[src/design/balance_robot_cascade_controller_macros.svh]
// Assertion macros shared by the balancing controller RTL.
`ifndef BALANCE_ROBOT_CASCADE_CONTROLLER_MACROS_SVH
`define BALANCE_ROBOT_CASCADE_CONTROLLER_MACROS_SVH

// Same-cycle implication, sampled on the rising clock edge outside reset.
`define BRC_ASSERT_NOW(lbl, ante, cons, msg) \
  lbl: assert property (@(posedge clk_i) disable iff (!rst_ni) (ante) |-> (cons)) \
    else $error(msg);

// Next-cycle implication, sampled on the rising clock edge outside reset.
`define BRC_ASSERT_NEXT(lbl, ante, cons, msg) \
  lbl: assert property (@(posedge clk_i) disable iff (!rst_ni) (ante) |=> (cons)) \
    else $error(msg);

`endif

[src/design/brc_pkg.sv]
// Types and constants shared by the balancing controller modules.
`timescale 1ns / 1ps
package brc_pkg;

  // Configuration port
  localparam int CFG_INDEX_W = 3;
  localparam int CFG_DATA_W  = 16;

  localparam logic [CFG_INDEX_W-1:0] REG_TILT_GAIN      = 3'd0;
  localparam logic [CFG_INDEX_W-1:0] REG_TILT_RATE_GAIN = 3'd1;
  localparam logic [CFG_INDEX_W-1:0] REG_SPEED_GAIN     = 3'd2;
  localparam logic [CFG_INDEX_W-1:0] REG_BALANCE_ANGLE  = 3'd3;
  localparam logic [CFG_INDEX_W-1:0] REG_SPEED_LOW      = 3'd4;
  localparam logic [CFG_INDEX_W-1:0] REG_SPEED_MEDIUM   = 3'd5;
  localparam logic [CFG_INDEX_W-1:0] REG_SPEED_HIGH     = 3'd6;

  // Register reset values
  localparam logic signed [15:0] TILT_GAIN_RST      = -16'sd5243;
  localparam logic signed [15:0] TILT_RATE_GAIN_RST = 16'sd61;
  localparam logic signed [15:0] SPEED_GAIN_RST     = -16'sd6881;

  // Remote command letters
  localparam logic [7:0] CHAR_A = 8'h41;
  localparam logic [7:0] CHAR_B = 8'h42;
  localparam logic [7:0] CHAR_C = 8'h43;
  localparam logic [7:0] CHAR_D = 8'h44;
  localparam logic [7:0] CHAR_E = 8'h45;
  localparam logic [7:0] CHAR_F = 8'h46;
  localparam logic [7:0] CHAR_G = 8'h47;
  localparam logic [7:0] CHAR_X = 8'h58;
  localparam logic [7:0] CHAR_Y = 8'h59;
  localparam logic [7:0] CHAR_Z = 8'h5A;

  // Mode codes
  localparam logic [1:0] DRIVE_STOP     = 2'd0;
  localparam logic [1:0] DRIVE_FORWARD  = 2'd1;
  localparam logic [1:0] DRIVE_BACKWARD = 2'd2;
  localparam logic [1:0] TURN_STRAIGHT  = 2'd0;
  localparam logic [1:0] TURN_LEFT      = 2'd1;
  localparam logic [1:0] TURN_RIGHT     = 2'd2;
  localparam logic [1:0] LEVEL_LOW      = 2'd0;
  localparam logic [1:0] LEVEL_MEDIUM   = 2'd1;
  localparam logic [1:0] LEVEL_HIGH     = 2'd2;

  // Fixed-point constants: fall limit is 90 degrees in Q8.7, filter weights in Q0.16
  localparam logic signed [15:0] FALL_LIMIT = 16'sd11520;
  localparam logic signed [15:0] COEF_OLD   = 16'sd19661;
  localparam longint COEF_NEW   = 45875;
  localparam longint TURN_LEVEL = 20;
  localparam logic signed [47:0] TURN_STEP  = 48'(COEF_NEW * TURN_LEVEL * 65536);
  localparam logic signed [47:0] ROUND_HALF = 48'sd32768;

  // Datapath step codes issued by the controller
  localparam logic [2:0] OP_NONE     = 3'd0;
  localparam logic [2:0] OP_CAPTURE  = 3'd1;
  localparam logic [2:0] OP_MUL_SPD  = 3'd2;
  localparam logic [2:0] OP_MUL_RATE = 3'd3;
  localparam logic [2:0] OP_MUL_TILT = 3'd4;
  localparam logic [2:0] OP_MUL_TURN = 3'd5;
  localparam logic [2:0] OP_FILTER   = 3'd6;
  localparam logic [2:0] OP_EMIT     = 3'd7;

  // Input request payload
  typedef struct packed {
    logic              cmd;
    logic [7:0]        first_byte;
    logic [7:0]        second_byte;
    logic signed [15:0] roll_angle;
    logic signed [15:0] gyro_rate;
    logic signed [15:0] left_speed;
    logic signed [15:0] right_speed;
  } in_req_t;

  // Output result payload
  typedef struct packed {
    logic signed [15:0] left_drive;
    logic signed [15:0] right_drive;
    logic              fallen;
  } out_rsp_t;

  // Controller to datapath
  typedef struct packed {
    logic [2:0] op;
  } ctl_t;

  // Datapath to controller
  typedef struct packed {
    logic fallen;
    logic out_ready;
  } sts_t;

endpackage

[src/design/balance_robot_cascade_controller.sv]
// A tick request steps through the speed, rate, tilt, turn, filter and emit states, or only
// speed and emit when it has fallen; four products share one multiplier.
// A remote command request is taken while idle, leaves the sequencer idle and gives no result.
// A finished result waits in the output register; the next request is taken meanwhile.
// Reset (asynchronous, active low) restores register defaults, stop/straight/low modes
// and a zero turn filter.
`timescale 1ns / 1ps
`include "balance_robot_cascade_controller_macros.svh"
module balance_robot_cascade_controller #(
  parameter int DATA_WIDTH = 16
) (
  input  logic                              clk_i,
  input  logic                              rst_ni,
  input  logic                              in_valid_i,
  output logic                              in_stall_o,
  input  brc_pkg::in_req_t                  in_req_i,
  output logic                              out_valid_o,
  input  logic                              out_stall_i,
  output brc_pkg::out_rsp_t                 out_rsp_o,
  input  logic                              cfg_we_i,
  input  logic [brc_pkg::CFG_INDEX_W-1:0]   cfg_index_i,
  input  logic [brc_pkg::CFG_DATA_W-1:0]    cfg_data_i
);

  brc_pkg::ctl_t ctl;
  brc_pkg::sts_t sts;

  // Step sequencer.
  brc_ctrl u_ctrl (
    .clk_i      (clk_i),
    .rst_ni     (rst_ni),
    .in_valid_i (in_valid_i),
    .in_cmd_i   (in_req_i.cmd),
    .in_stall_o (in_stall_o),
    .sts_i      (sts),
    .ctl_o      (ctl)
  );

  // Arithmetic and state.
  brc_datapath #(
    .DATA_WIDTH (DATA_WIDTH)
  ) u_datapath (
    .clk_i       (clk_i),
    .rst_ni      (rst_ni),
    .in_req_i    (in_req_i),
    .cfg_we_i    (cfg_we_i),
    .cfg_index_i (cfg_index_i),
    .cfg_data_i  (cfg_data_i),
    .ctl_i       (ctl),
    .sts_o       (sts),
    .out_valid_o (out_valid_o),
    .out_stall_i (out_stall_i),
    .out_rsp_o   (out_rsp_o)
  );

  // Checks on the sequencing.
  `BRC_ASSERT_NEXT(a_cmd_one_cycle, in_valid_i && !in_stall_o && !in_req_i.cmd, !in_stall_o, "command request did not return to idle")
  `BRC_ASSERT_NEXT(a_tick_busy, in_valid_i && !in_stall_o && in_req_i.cmd, in_stall_o, "tick request did not start the sequence")
  `BRC_ASSERT_NOW(a_emit_room, ctl.op == brc_pkg::OP_EMIT, sts.out_ready, "result loaded over a waiting result")
  `BRC_ASSERT_NOW(a_fallen_zero, out_valid_o && out_rsp_o.fallen, out_rsp_o.left_drive == 16'sd0 && out_rsp_o.right_drive == 16'sd0, "fallen result with nonzero drive")

endmodule

[src/design/brc_ctrl.sv]
// Sequencer for the balancing controller: steps one request through the shared multiplier.
`timescale 1ns / 1ps
module brc_ctrl (
  input  logic           clk_i,
  input  logic           rst_ni,
  input  logic           in_valid_i,
  input  logic           in_cmd_i,
  output logic           in_stall_o,
  input  brc_pkg::sts_t  sts_i,
  output brc_pkg::ctl_t  ctl_o
);

  localparam logic [2:0] ST_IDLE   = 3'd0;
  localparam logic [2:0] ST_SPEED  = 3'd1;
  localparam logic [2:0] ST_RATE   = 3'd2;
  localparam logic [2:0] ST_TILT   = 3'd3;
  localparam logic [2:0] ST_TURN   = 3'd4;
  localparam logic [2:0] ST_FILTER = 3'd5;
  localparam logic [2:0] ST_EMIT   = 3'd6;

  logic [2:0] state_q, state_d;

  // Requests are taken only while idle.
  assign in_stall_o = (state_q != ST_IDLE);

  // Next state and step command.
  always_comb begin
    state_d   = state_q;
    ctl_o.op  = brc_pkg::OP_NONE;
    case (state_q)
      ST_IDLE: begin
        if (in_valid_i) begin
          ctl_o.op = brc_pkg::OP_CAPTURE;
          if (in_cmd_i) begin
            state_d = ST_SPEED;
          end
        end
      end
      ST_SPEED: begin
        if (sts_i.fallen) begin
          state_d = ST_EMIT;
        end else begin
          ctl_o.op = brc_pkg::OP_MUL_SPD;
          state_d  = ST_RATE;
        end
      end
      ST_RATE: begin
        ctl_o.op = brc_pkg::OP_MUL_RATE;
        state_d  = ST_TILT;
      end
      ST_TILT: begin
        ctl_o.op = brc_pkg::OP_MUL_TILT;
        state_d  = ST_TURN;
      end
      ST_TURN: begin
        ctl_o.op = brc_pkg::OP_MUL_TURN;
        state_d  = ST_FILTER;
      end
      ST_FILTER: begin
        ctl_o.op = brc_pkg::OP_FILTER;
        state_d  = ST_EMIT;
      end
      ST_EMIT: begin
        if (sts_i.out_ready) begin
          ctl_o.op = brc_pkg::OP_EMIT;
          state_d  = ST_IDLE;
        end
      end
      default: begin
        state_d = ST_IDLE;
      end
    endcase
  end

  // State register.
  always_ff @(posedge clk_i or negedge rst_ni) begin
    if (!rst_ni) begin
      state_q <= ST_IDLE;
    end else begin
      state_q <= state_d;
    end
  end

endmodule

[src/design/brc_datapath.sv]
// Datapath of the balancing controller: registers, remote decode, shared multiplier, output.
`timescale 1ns / 1ps
module brc_datapath #(
  parameter int DATA_WIDTH = 16
) (
  input  logic                              clk_i,
  input  logic                              rst_ni,
  input  brc_pkg::in_req_t                  in_req_i,
  input  logic                              cfg_we_i,
  input  logic [brc_pkg::CFG_INDEX_W-1:0]   cfg_index_i,
  input  logic [brc_pkg::CFG_DATA_W-1:0]    cfg_data_i,
  input  brc_pkg::ctl_t                     ctl_i,
  output brc_pkg::sts_t                     sts_o,
  output logic                              out_valid_o,
  input  logic                              out_stall_i,
  output brc_pkg::out_rsp_t                 out_rsp_o
);

  // Saturation bounds, held in a width that covers every supported DATA_WIDTH.
  localparam int SAT_W = 34;
  localparam logic signed [SAT_W-1:0] SAT_HI =
    SAT_W'((64'sd1 <<< (DATA_WIDTH - 1)) - 64'sd1);
  localparam logic signed [SAT_W-1:0] SAT_LO = -SAT_HI - SAT_W'(1);

  // Configuration registers
  logic signed [15:0] tilt_gain_q, tilt_rate_gain_q, speed_gain_q, balance_angle_q;
  logic signed [15:0] speed_low_q, speed_medium_q, speed_high_q;

  // Remote modes and turn filter state
  logic [1:0] drive_mode_q, drive_mode_d;
  logic [1:0] turn_mode_q, turn_mode_d;
  logic [1:0] speed_select_q, speed_select_d;
  logic signed [23:0] turn_filter_q;

  // Working registers
  logic signed [17:0] e_q;
  logic signed [15:0] roll_q, gyro_q;
  logic               fallen_q;
  logic signed [31:0] err_q;
  logic signed [47:0] prod_q, acc_q;
  logic signed [28:0] v_q;

  // Output register
  logic              out_valid_q;
  brc_pkg::out_rsp_t out_rsp_q;

  // Combinational intermediates
  logic signed [15:0] level;
  logic signed [16:0] starget;
  logic signed [17:0] e_d;
  logic               fallen_d;
  logic signed [15:0] mul_a;
  logic signed [31:0] mul_b;
  logic signed [47:0] mul_p;
  logic signed [31:0] err_d;
  logic signed [47:0] turn_term;
  logic signed [47:0] filt_sum;
  logic signed [24:0] t_sum;
  logic signed [8:0]  t_val;
  logic signed [SAT_W-1:0] left_sum, right_sum;
  logic signed [SAT_W-1:0] left_sat, right_sat;
  logic capture_tick;

  assign capture_tick = (ctl_i.op == brc_pkg::OP_CAPTURE) && in_req_i.cmd;

  // Configuration writes; indexes past the list are ignored.
  always_ff @(posedge clk_i or negedge rst_ni) begin
    if (!rst_ni) begin
      tilt_gain_q      <= brc_pkg::TILT_GAIN_RST;
      tilt_rate_gain_q <= brc_pkg::TILT_RATE_GAIN_RST;
      speed_gain_q     <= brc_pkg::SPEED_GAIN_RST;
      balance_angle_q  <= '0;
      speed_low_q      <= '0;
      speed_medium_q   <= '0;
      speed_high_q     <= '0;
    end else if (cfg_we_i) begin
      case (cfg_index_i)
        brc_pkg::REG_TILT_GAIN:      tilt_gain_q      <= $signed(cfg_data_i);
        brc_pkg::REG_TILT_RATE_GAIN: tilt_rate_gain_q <= $signed(cfg_data_i);
        brc_pkg::REG_SPEED_GAIN:     speed_gain_q     <= $signed(cfg_data_i);
        brc_pkg::REG_BALANCE_ANGLE:  balance_angle_q  <= $signed(cfg_data_i);
        brc_pkg::REG_SPEED_LOW:      speed_low_q      <= $signed(cfg_data_i);
        brc_pkg::REG_SPEED_MEDIUM:   speed_medium_q   <= $signed(cfg_data_i);
        brc_pkg::REG_SPEED_HIGH:     speed_high_q     <= $signed(cfg_data_i);
        default: begin
        end
      endcase
    end
  end

  // Remote decode: the tests run in order and a later match overrides an earlier one.
  always_comb begin
    drive_mode_d   = drive_mode_q;
    turn_mode_d    = turn_mode_q;
    speed_select_d = speed_select_q;
    if ((ctl_i.op == brc_pkg::OP_CAPTURE) && !in_req_i.cmd) begin
      if (in_req_i.first_byte == brc_pkg::CHAR_A) drive_mode_d = brc_pkg::DRIVE_FORWARD;
      if ((in_req_i.first_byte == brc_pkg::CHAR_Z) ||
          (in_req_i.second_byte == brc_pkg::CHAR_Z)) drive_mode_d = brc_pkg::DRIVE_STOP;
      if (in_req_i.first_byte == brc_pkg::CHAR_B) drive_mode_d = brc_pkg::DRIVE_BACKWARD;
      if (in_req_i.first_byte == brc_pkg::CHAR_C) turn_mode_d = brc_pkg::TURN_LEFT;
      if (in_req_i.first_byte == brc_pkg::CHAR_D) turn_mode_d = brc_pkg::TURN_RIGHT;
      if ((in_req_i.first_byte == brc_pkg::CHAR_Y) ||
          (in_req_i.second_byte == brc_pkg::CHAR_Y)) turn_mode_d = brc_pkg::TURN_STRAIGHT;
      if (in_req_i.first_byte == brc_pkg::CHAR_X) begin
        drive_mode_d = brc_pkg::DRIVE_STOP;
        turn_mode_d  = brc_pkg::TURN_STRAIGHT;
      end
      if (in_req_i.first_byte == brc_pkg::CHAR_E) speed_select_d = brc_pkg::LEVEL_LOW;
      if (in_req_i.first_byte == brc_pkg::CHAR_F) speed_select_d = brc_pkg::LEVEL_MEDIUM;
      if (in_req_i.first_byte == brc_pkg::CHAR_G) speed_select_d = brc_pkg::LEVEL_HIGH;
    end
  end

  // Speed error and fall test, evaluated as the tick is captured.
  always_comb begin
    case (speed_select_q)
      brc_pkg::LEVEL_MEDIUM: level = speed_medium_q;
      brc_pkg::LEVEL_HIGH:   level = speed_high_q;
      default:               level = speed_low_q;
    endcase
    case (drive_mode_q)
      brc_pkg::DRIVE_FORWARD:  starget = 17'(level);
      brc_pkg::DRIVE_BACKWARD: starget = -17'(level);
      default:                 starget = '0;
    endcase
    e_d = 18'(in_req_i.left_speed) + 18'(in_req_i.right_speed) - 18'(starget);
    fallen_d = !((in_req_i.roll_angle < brc_pkg::FALL_LIMIT) &&
                 (in_req_i.roll_angle > -brc_pkg::FALL_LIMIT));
  end

  // Shared multiplier operand selection.
  always_comb begin
    case (ctl_i.op)
      brc_pkg::OP_MUL_SPD: begin
        mul_a = speed_gain_q;
        mul_b = 32'(e_q);
      end
      brc_pkg::OP_MUL_RATE: begin
        mul_a = tilt_rate_gain_q;
        mul_b = 32'(gyro_q);
      end
      brc_pkg::OP_MUL_TILT: begin
        mul_a = tilt_gain_q;
        mul_b = err_q;
      end
      brc_pkg::OP_MUL_TURN: begin
        mul_a = brc_pkg::COEF_OLD;
        mul_b = 32'(turn_filter_q);
      end
      default: begin
        mul_a = '0;
        mul_b = '0;
      end
    endcase
    mul_p = 48'(mul_a) * 48'(mul_b);
  end

  // Angle error: roll minus the speed-shifted target, the product taken floor-divided by 32.
  assign err_d = 32'(roll_q) - 32'(balance_angle_q) - $signed(prod_q[36:5]);

  // Turn filter update with rounding.
  always_comb begin
    case (turn_mode_q)
      brc_pkg::TURN_LEFT:  turn_term = -brc_pkg::TURN_STEP;
      brc_pkg::TURN_RIGHT: turn_term = brc_pkg::TURN_STEP;
      default:             turn_term = '0;
    endcase
    filt_sum = prod_q + turn_term + brc_pkg::ROUND_HALF;
  end

  // Rounded turn term, drive sums and saturation.
  always_comb begin
    t_sum     = 25'(turn_filter_q) + 25'(brc_pkg::ROUND_HALF);
    t_val     = t_sum[24:16];
    left_sum  = SAT_W'(v_q) - SAT_W'(t_val);
    right_sum = SAT_W'(v_q) + SAT_W'(t_val);
    if (left_sum > SAT_HI) begin
      left_sat = SAT_HI;
    end else if (left_sum < SAT_LO) begin
      left_sat = SAT_LO;
    end else begin
      left_sat = left_sum;
    end
    if (right_sum > SAT_HI) begin
      right_sat = SAT_HI;
    end else if (right_sum < SAT_LO) begin
      right_sat = SAT_LO;
    end else begin
      right_sat = right_sum;
    end
  end

  // Mode and filter state.
  always_ff @(posedge clk_i or negedge rst_ni) begin
    if (!rst_ni) begin
      drive_mode_q   <= brc_pkg::DRIVE_STOP;
      turn_mode_q    <= brc_pkg::TURN_STRAIGHT;
      speed_select_q <= brc_pkg::LEVEL_LOW;
      turn_filter_q  <= '0;
    end else begin
      drive_mode_q   <= drive_mode_d;
      turn_mode_q    <= turn_mode_d;
      speed_select_q <= speed_select_d;
      if (ctl_i.op == brc_pkg::OP_FILTER) begin
        turn_filter_q <= filt_sum[39:16];
      end
    end
  end

  // Working registers, one step at a time.
  always_ff @(posedge clk_i) begin
    if (capture_tick) begin
      e_q      <= e_d;
      roll_q   <= in_req_i.roll_angle;
      gyro_q   <= in_req_i.gyro_rate;
      fallen_q <= fallen_d;
    end
    if ((ctl_i.op == brc_pkg::OP_MUL_SPD) || (ctl_i.op == brc_pkg::OP_MUL_RATE) ||
        (ctl_i.op == brc_pkg::OP_MUL_TILT) || (ctl_i.op == brc_pkg::OP_MUL_TURN)) begin
      prod_q <= mul_p;
    end
    if (ctl_i.op == brc_pkg::OP_MUL_RATE) begin
      err_q <= err_d;
    end
    if (ctl_i.op == brc_pkg::OP_MUL_TILT) begin
      acc_q <= prod_q <<< 7;
    end
    if (ctl_i.op == brc_pkg::OP_MUL_TURN) begin
      acc_q <= acc_q + prod_q;
    end
    if (ctl_i.op == brc_pkg::OP_FILTER) begin
      v_q <= acc_q[47:19];
    end
  end

  // Output register: loads a result and holds it until the far side takes it.
  always_ff @(posedge clk_i or negedge rst_ni) begin
    if (!rst_ni) begin
      out_valid_q <= 1'b0;
    end else if (ctl_i.op == brc_pkg::OP_EMIT) begin
      out_valid_q <= 1'b1;
    end else if (!out_stall_i) begin
      out_valid_q <= 1'b0;
    end
  end

  always_ff @(posedge clk_i) begin
    if (ctl_i.op == brc_pkg::OP_EMIT) begin
      if (fallen_q) begin
        out_rsp_q.left_drive  <= '0;
        out_rsp_q.right_drive <= '0;
        out_rsp_q.fallen      <= 1'b1;
      end else begin
        out_rsp_q.left_drive  <= left_sat[15:0];
        out_rsp_q.right_drive <= right_sat[15:0];
        out_rsp_q.fallen      <= 1'b0;
      end
    end
  end

  assign out_valid_o     = out_valid_q;
  assign out_rsp_o       = out_rsp_q;
  assign sts_o.fallen    = fallen_q;
  assign sts_o.out_ready = !out_valid_q || !out_stall_i;

endmodule
[config.mk]
export PLATFORM = sky130hd
export DESIGN_NAME = balance_robot_cascade_controller
export DESIGN_NICKNAME = d
export VERILOG_FILES = /design/src/design/brc_pkg.sv /design/src/design/balance_robot_cascade_controller.sv /design/src/design/brc_ctrl.sv /design/src/design/brc_datapath.sv
export VERILOG_INCLUDE_DIRS = /design/src /design/src/design
export SDC_FILE = /design/constraint.sdc
export NUM_CORES = 2
export LEC_CHECK = 0
export BUFFER_PORTS_ARGS = -buffer_cell sky130_fd_sc_hd__buf_2
export CELL_PAD_IN_SITES_DETAIL_PLACEMENT = 1
export CELL_PAD_IN_SITES_GLOBAL_PLACEMENT = 1
export CORE_UTILIZATION = 46
export DETAILED_ROUTE_END_ITERATION = 8
export PLACE_DENSITY_LB_ADDON = 0.12
export REMOVE_ABC_BUFFERS = 1
export SLEW_MARGIN = 5
export SYNTH_ARGS = -nofsm -noshare
export SYNTH_HDL_FRONTEND = slang
export SYNTH_SLANG_ARGS = --single-unit
[constraint.sdc]
create_clock -name clk_i -period 8.7 [get_ports clk_i]
set_input_delay 0.87 -clock clk_i [delete_from_list [all_inputs] [get_ports clk_i]]
set_output_delay 0.87 -clock clk_i [all_outputs]
set_load 0.05 [all_outputs]
; Word-level counts from Yosys, hierarchy flattened
; Index checks and enable logic that the tools add are counted.
; Widths: inputs -> output; s select.
[classes]
addsub = 11
multipliers = 1
div = 0
magnitude_cmp = 6
n_eq_ne = 41
shift = 0
mux = 34
n_bitwise = 0
reduce_logical = 33
[op_table]
columns = operator, n
row1 = $pmux 32 s4, 1
row2 = $eq 8x7->1 const B, 12
row3 = $mux 48, 2
row4 = $pmux 40 s2, 1
row5 = $pmux 16 s4, 1
row6 = $gt 30x16->1 const B, 2
row7 = $lt 30x16->1 const B, 2
row8 = $add 48x48->48, 1
row9 = $mul 16x32->48, 1
row10 = $pmux 3 s7, 2
row11 = $add 40x17->40 const B, 1
row12 = $add 40x40->40, 1
row13 = $pmux 17 s2, 1
row14 = $mux 16, 2
row15 = $pmux 16 s2, 1
row16 = $sub 32x32->32, 1
row17 = $add 29x9->30, 1
row18 = $eq 3x3->1 const B, 10
row19 = $mux 15, 2
row20 = $sub 29x9->30, 1
row21 = $add 24x17->25 const B, 1
row22 = $mux 2, 12
row23 = $reduce_and 2->1, 10
row24 = $eq 3x2->1 const B, 6
row25 = 22 further kinds, 51
[word_totals]
reg_bits = 387
latchBits = 0
ramBits = 0
romBits = 0
in_bits = 105
out_inout_bits = 35
elab_cells = 152
mem_count = 0

; Longest topological paths before layout
[depth]
ltp_word = 8
mapped_depth = 33
depth_no_buf = 30

; Hierarchy
; A second synthesis with hierarchy kept.
[hier_totals]
cells_unflattened = 4604
hier_area_um2 = 43558.0
[by_module_without_submodules]
columns = mod, instances, cells_per_inst, area_each_um2, seq_area_each_um2
row1 = brc_datapath, 1, 4578, 43349.1, 10845.4
row2 = brc_ctrl, 1, 26, 209.0, 75.1

; Least setup slack after synthesis
; Ideal clock, no wire load.
[synth_path]
kind = reg2reg
start = register u_ctrl.state_q[0]
end = register u_datapath.prod_q[42], data pin
setup_time_ns = 0.265
t_arrival_ns = 8.287
t_required_ns = 8.435
path_slack_ns = 0.148
path_stages_with_launch = 28
path_buffers = 3
synth_period_minus_slack_ns = 8.552
cell_sequence = dfrtp_1 > clkbuf_1 > nor3b_1 > clkbuf_1 > clkbuf_1 > a221oi_1 > nor2_1 > fa_1 > inv_1 > fa_1 > fa_1 > inv_1 > fa_1 > fa_1 > inv_1 > fa_1 > inv_1 > ha_1 > a21o_1 > a21o_1 > a21oi_1 > o21ai_0 > a221oi_1 > o211ai_1 > a211oi_1 > o21ba_2 > o21ai_0 > xor2_1
[synth_between]
elab_chain_len = 5
word_cells_on_any_way = 15
cone_classes = mul: 1 / eq/ne: 10 / mux: 3 / reduce/logical: 1
[synth_rtl]
columns = element, line_no
row1 = from (decl), brc_ctrl.sv:21  ; logic [2:0] state_q, state_d;
row2 = from (signal assigned), brc_ctrl.sv:80  ; state_q <= state_d;
row3 = "$eq 3x3->1, or another cell as far along", brc_ctrl.sv:30  ; case (state_q)
row4 = $pmux 3 s7 (*), brc_ctrl.sv:30
row5 = $eq 3x3->1 / $eq 3x2->1 (equally long branches), brc_datapath.sv:134  ; case (ctl_i.op)
row6 = $pmux 16 s4 / $pmux 32 s4 (equally long branches), brc_datapath.sv:134
row7 = $mul 16x32->48 (*), brc_datapath.sv:156  ; mul_p = 48'(mul_a) * 48'(mul_b);
row8 = via u_datapath.mul_p[42], brc_datapath.sv:54  ; logic signed [47:0] mul_p;
row9 = to (signal assigned), brc_datapath.sv:221  ; prod_q <= mul_p;
row10 = to (decl), brc_datapath.sv:40  ; logic signed [47:0] prod_q, acc_q;
; Mark *: on every way through the listed nets, which the timed path passes. The rest lies on a longest branch.
; A chain may end at the register's enable or synchronous reset.

; Final worst setup path
[layout_path]
start = register u_ctrl.state_q[1]
end = register u_datapath.prod_q[47], data pin
; The elaborated chain is that of the path after synthesis.

==> results_dict.tcl <==
set metrics [dict create \
    setup_viol 0 \
    drc 0 \
    die_h_um 308 \
    crit_slowest_cell "a221oi_1" \
    antenna_left 0 \
    worst_slew_margin_rel 0.201 \
    clk_path_buf_depth 3 \
    placedCellCount 5914 \
    synthFlopType "edfxtp_1" \
    maxCapViolCount 0 \
    final-hold-violation-count 0 \
    routedWlPerCell_um 23.5 \
    path_common_cell "fa_1" \
    drt-total-wl_mm 141 \
    rows 111 \
    drv_slew 0 \
    gp_congestion 0.935 \
    clock_skew_ns 0.0417 \
    first_iter_violations 1794 \
    arrival_ns 8.77 \
    cts_buffers 48 \
    fillerInstances 10502 \
    run_status "finished clean" \
    crit_type "reg2reg" \
    avgSynthCellArea_sq_um 9.42 \
    ys_types 95 \
    synth_seq_cells 387 \
    die_area_sq_um 95000 \
    clock_sinks 387 \
    period_needed_ns 8.40 \
    syn_area_sq_um 43200 \
    root_buffer "clkbuf_16" \
    ctsHoldBuffers 0 \
    grt_pass1_vias 36355 \
    worst_pin_slew_ns 1.19 \
    cts_tree "yes" \
    yosysSeqAreaShare 0.253 \
    crit_path_start_kind "flip-flop" \
    hp-class "in2async" \
    chipWidth_um 308 \
    antenna_found_initial 0 \
    htreeDepth 2 \
    slowest_delay_ns 0.80 \
    core_sq_um 92400 \
    fmax_mhz 119 \
    synth_cells 4582 \
    gr-total-overflow 0 \
    drive_gt1_frac 0.116 \
    critPathCaptureType "flip-flop" \
    vias 33965 \
    grt_pass1_wl_mm 218 \
    start_util 0.467 \
    fin_crit_sh 0.966 \
    post-dp-hpwl_mm 116 \
    async_reset_ff_frac 0.377 \
    grt_max_degree 77 \
    area_growth_pct 10.1 \
    numPortBuffers 139 \
    stdcell_count 6008 \
    synth_edf_count 241 \
    r2r_setup_slack_ns 0.30 \
    nets 5651 \
    clkLatencyLatePin_ns 0.64 \
    yosysWarnings 0 \
    cp.required_ns 9.07 \
    viasPerCell 5.65 \
    crit_fanout 35 \
    first_pass_iters 5 \
    grt_usage 0.302 \
    cts.clk_slew.worst_paths_ns 0.06 \
    ioPinCount 140 \
]
metal layers:
| layer | GRT usage | wire length (um) | up-vias |
|---|---|---|---|
| met5 | 0 | 0 | - |
| met4 | 0.130 | 6650 | 0 |
| met3 | 0.0328 | 5230 | 248 |
| met2 | 0.518 | 68900 | 754 |
| met1 | 0.387 | 60400 | 17489 |
| li1 | - | - | 15474 |
state kept, by name, summed over array words and instances, names as in the netlist, 18 cells and up:
register,cells
u_datapath.acc_q,48
u_datapath.prod_q,48
u_datapath.out_rsp_o,33
u_datapath.err_q,32
u_datapath.v_q,29
u_datapath.turn_filter_q,24
u_datapath.e_q,18
layout make-up:
type	instances	area, sq um	share of cell area
Tap cell	1243	1560	0.0327
Inverter	764	2870	0.0604
Timing Repair Buffer	253	1590	0.0336
Antenna cell	1	2.50	0.0000527
Clock inverter	20	239	0.00503
Sequential cell	387	10900	0.230
Clock buffer	70	1430	0.0300
Multi-Input combinational cell	3270	28900	0.608
kinds of logic (layout without fill, tap and decap cells):
| kind of cell | count (synthesis) | after routing | share of synthesized area |
|---|---|---|---|
| xor gates and xnor gates | 224 | 224 | 0.0455 |
| buffers and inverters | 925 | 1107 | 0.0821 |
| AOI/OAI and AO/OA | 855 | 855 | 0.133 |
| other | 0 | 1 | 0 |
| adders and majority gates | 822 | 822 | 0.327 |
| DFF | 387 | 387 | 0.253 |
| muxes | 117 | 117 | 0.0304 |
| and+or+nand+nor | 1252 | 1252 | 0.129 |
synthesized netlist by cell type (13+ instances only):
| cell | n | area, sq um |
|---|---|---|
| inv_1 | 761 | 2860 |
| fa_1 | 508 | 10200 |
| nand2_1 | 455 | 1710 |
| nor2_1 | 442 | 1660 |
| ha_1 | 314 | 3930 |
| edfxtp_1 | 241 | 7240 |
| o21ai_0 | 194 | 971 |
| a21oi_1 | 189 | 946 |
| xnor2_1 | 152 | 1330 |
| clkbuf_1 | 126 | 473 |
| dfrtp_1 | 122 | 3050 |
| mux2_2 | 114 | 1280 |
| a21o_1 | 97 | 728 |
| xor2_1 | 72 | 631 |
| nand3_1 | 62 | 310 |
| nor3_1 | 55 | 275 |
| a221o_1 | 43 | 430 |
| nor2b_1 | 41 | 257 |
| nand2b_1 | 40 | 250 |
| a221oi_1 | 38 | 333 |
| a31oi_1 | 38 | 238 |
| and3_1 | 35 | 219 |
| o21bai_1 | 31 | 233 |
| a211oi_1 | 29 | 218 |
| nand4_1 | 26 | 163 |
| dfstp_2 | 24 | 631 |
| o21a_1 | 23 | 173 |
| a22o_1 | 22 | 193 |
| o31ai_1 | 17 | 128 |
| or3_1 | 17 | 106 |
| o211ai_1 | 15 | 113 |
| buf_1 | 13 | 48.8 |
critical path, delay by kind of cell, from the launching register on:
family          cells  cell delay (ns)
fa+ha+maj           7             3.43
simple gates        5             0.54
xor+xnor            1             0.08
flops               1             0.47
buf+inv             6             0.70
compound gates      9             2.93
placed cells by master, fill, tap and decap left out, types with 11 or more instances in the layout:
| cell type | n |
|---|---|
| buf_4 | 109 |
| a221o_1 | 40 |
| a21o_1 | 97 |
| o31ai_1 | 17 |
| nand3_1 | 61 |
| edfxtp_1 | 241 |
| nor4_1 | 12 |
| fa_1 | 508 |
| and3_1 | 32 |
| o21a_1 | 23 |
| o21ai_1 | 14 |
| a22oi_1 | 11 |
| nor2b_1 | 39 |
| xnor2_1 | 152 |
| o21ai_0 | 191 |
| a21boi_0 | 12 |
| a21oi_1 | 185 |
| a211oi_1 | 28 |
| dfrtp_1 | 121 |
| or3_1 | 17 |
| nor3_1 | 52 |
| a22o_1 | 22 |
| nand2_1 | 455 |
| nand4_1 | 26 |
| o211ai_1 | 15 |
| mux2_2 | 114 |
| a31oi_1 | 37 |
| a221oi_1 | 28 |
| clkbuf_16 | 50 |
| nand2b_1 | 38 |
| xor2_1 | 72 |
| o21bai_1 | 31 |
| nor2_1 | 441 |
| ha_1 | 314 |
| dfstp_2 | 24 |
| inv_1 | 761 |
| buf_2 | 138 |
stage by stage:
| stage | hold WS [ns] | setup WS [ns] | setup TNS, ns | util | cell area [sq um] |
|---|---|---|---|---|---|
| floorplan | 0.433 | -5.40 | -197.75 | - | 42500 |
| global placement | 0.443 | 0.0829 | 0 | 0.495 | 45700 |
| detailed placement | 0.443 | -0.117 | -0.260 | 0.495 | 45700 |
| CTS | 0.326 | 0.0130 | 0 | 0.513 | 47400 |
| global route | 0.360 | -0.00109 | -0.00109 | 0.514 | 47500 |
| finish | 0.303 | 0.299 | 0 | 0.514 | 47500 |
timing repair:
item / CTS / global route
resized for setup: 2 / 19
endpoints found under the setup margin: 3 / 14
hold endpoints to repair: 0 / 0
buffers inserted: 0 / 3
pin swaps: 0 / 1
final timing paths:
check                                                from                                    endpoint  depth (start not counted)
max reg2reg                 u_ctrl.state_q[1]$_DFFE_PN0P_             u_datapath.prod_q[47]$_DFFE_PP_                         28
min                                                rst_ni     u_datapath.speed_high_q[12]$_DFFE_PN0P_                          1
max                         u_ctrl.state_q[1]$_DFFE_PN0P_             u_datapath.prod_q[47]$_DFFE_PP_                         28
max in group asynchronous                          rst_ni  u_datapath.balance_angle_q[10]$_DFFE_PN0P_                          2
min in group clk_i                           in_req_i[32]              u_datapath.gyro_q[0]$_DFFE_PP_                          1
min reg2reg                u_datapath.acc_q[19]$_DFFE_PP_                 u_datapath.v_q[0]$_DFFE_PN_                          0
Power is left out: the tool's default activity adds up to more than one toggle a clock period on the data nets, which glitch-free logic cannot reach.
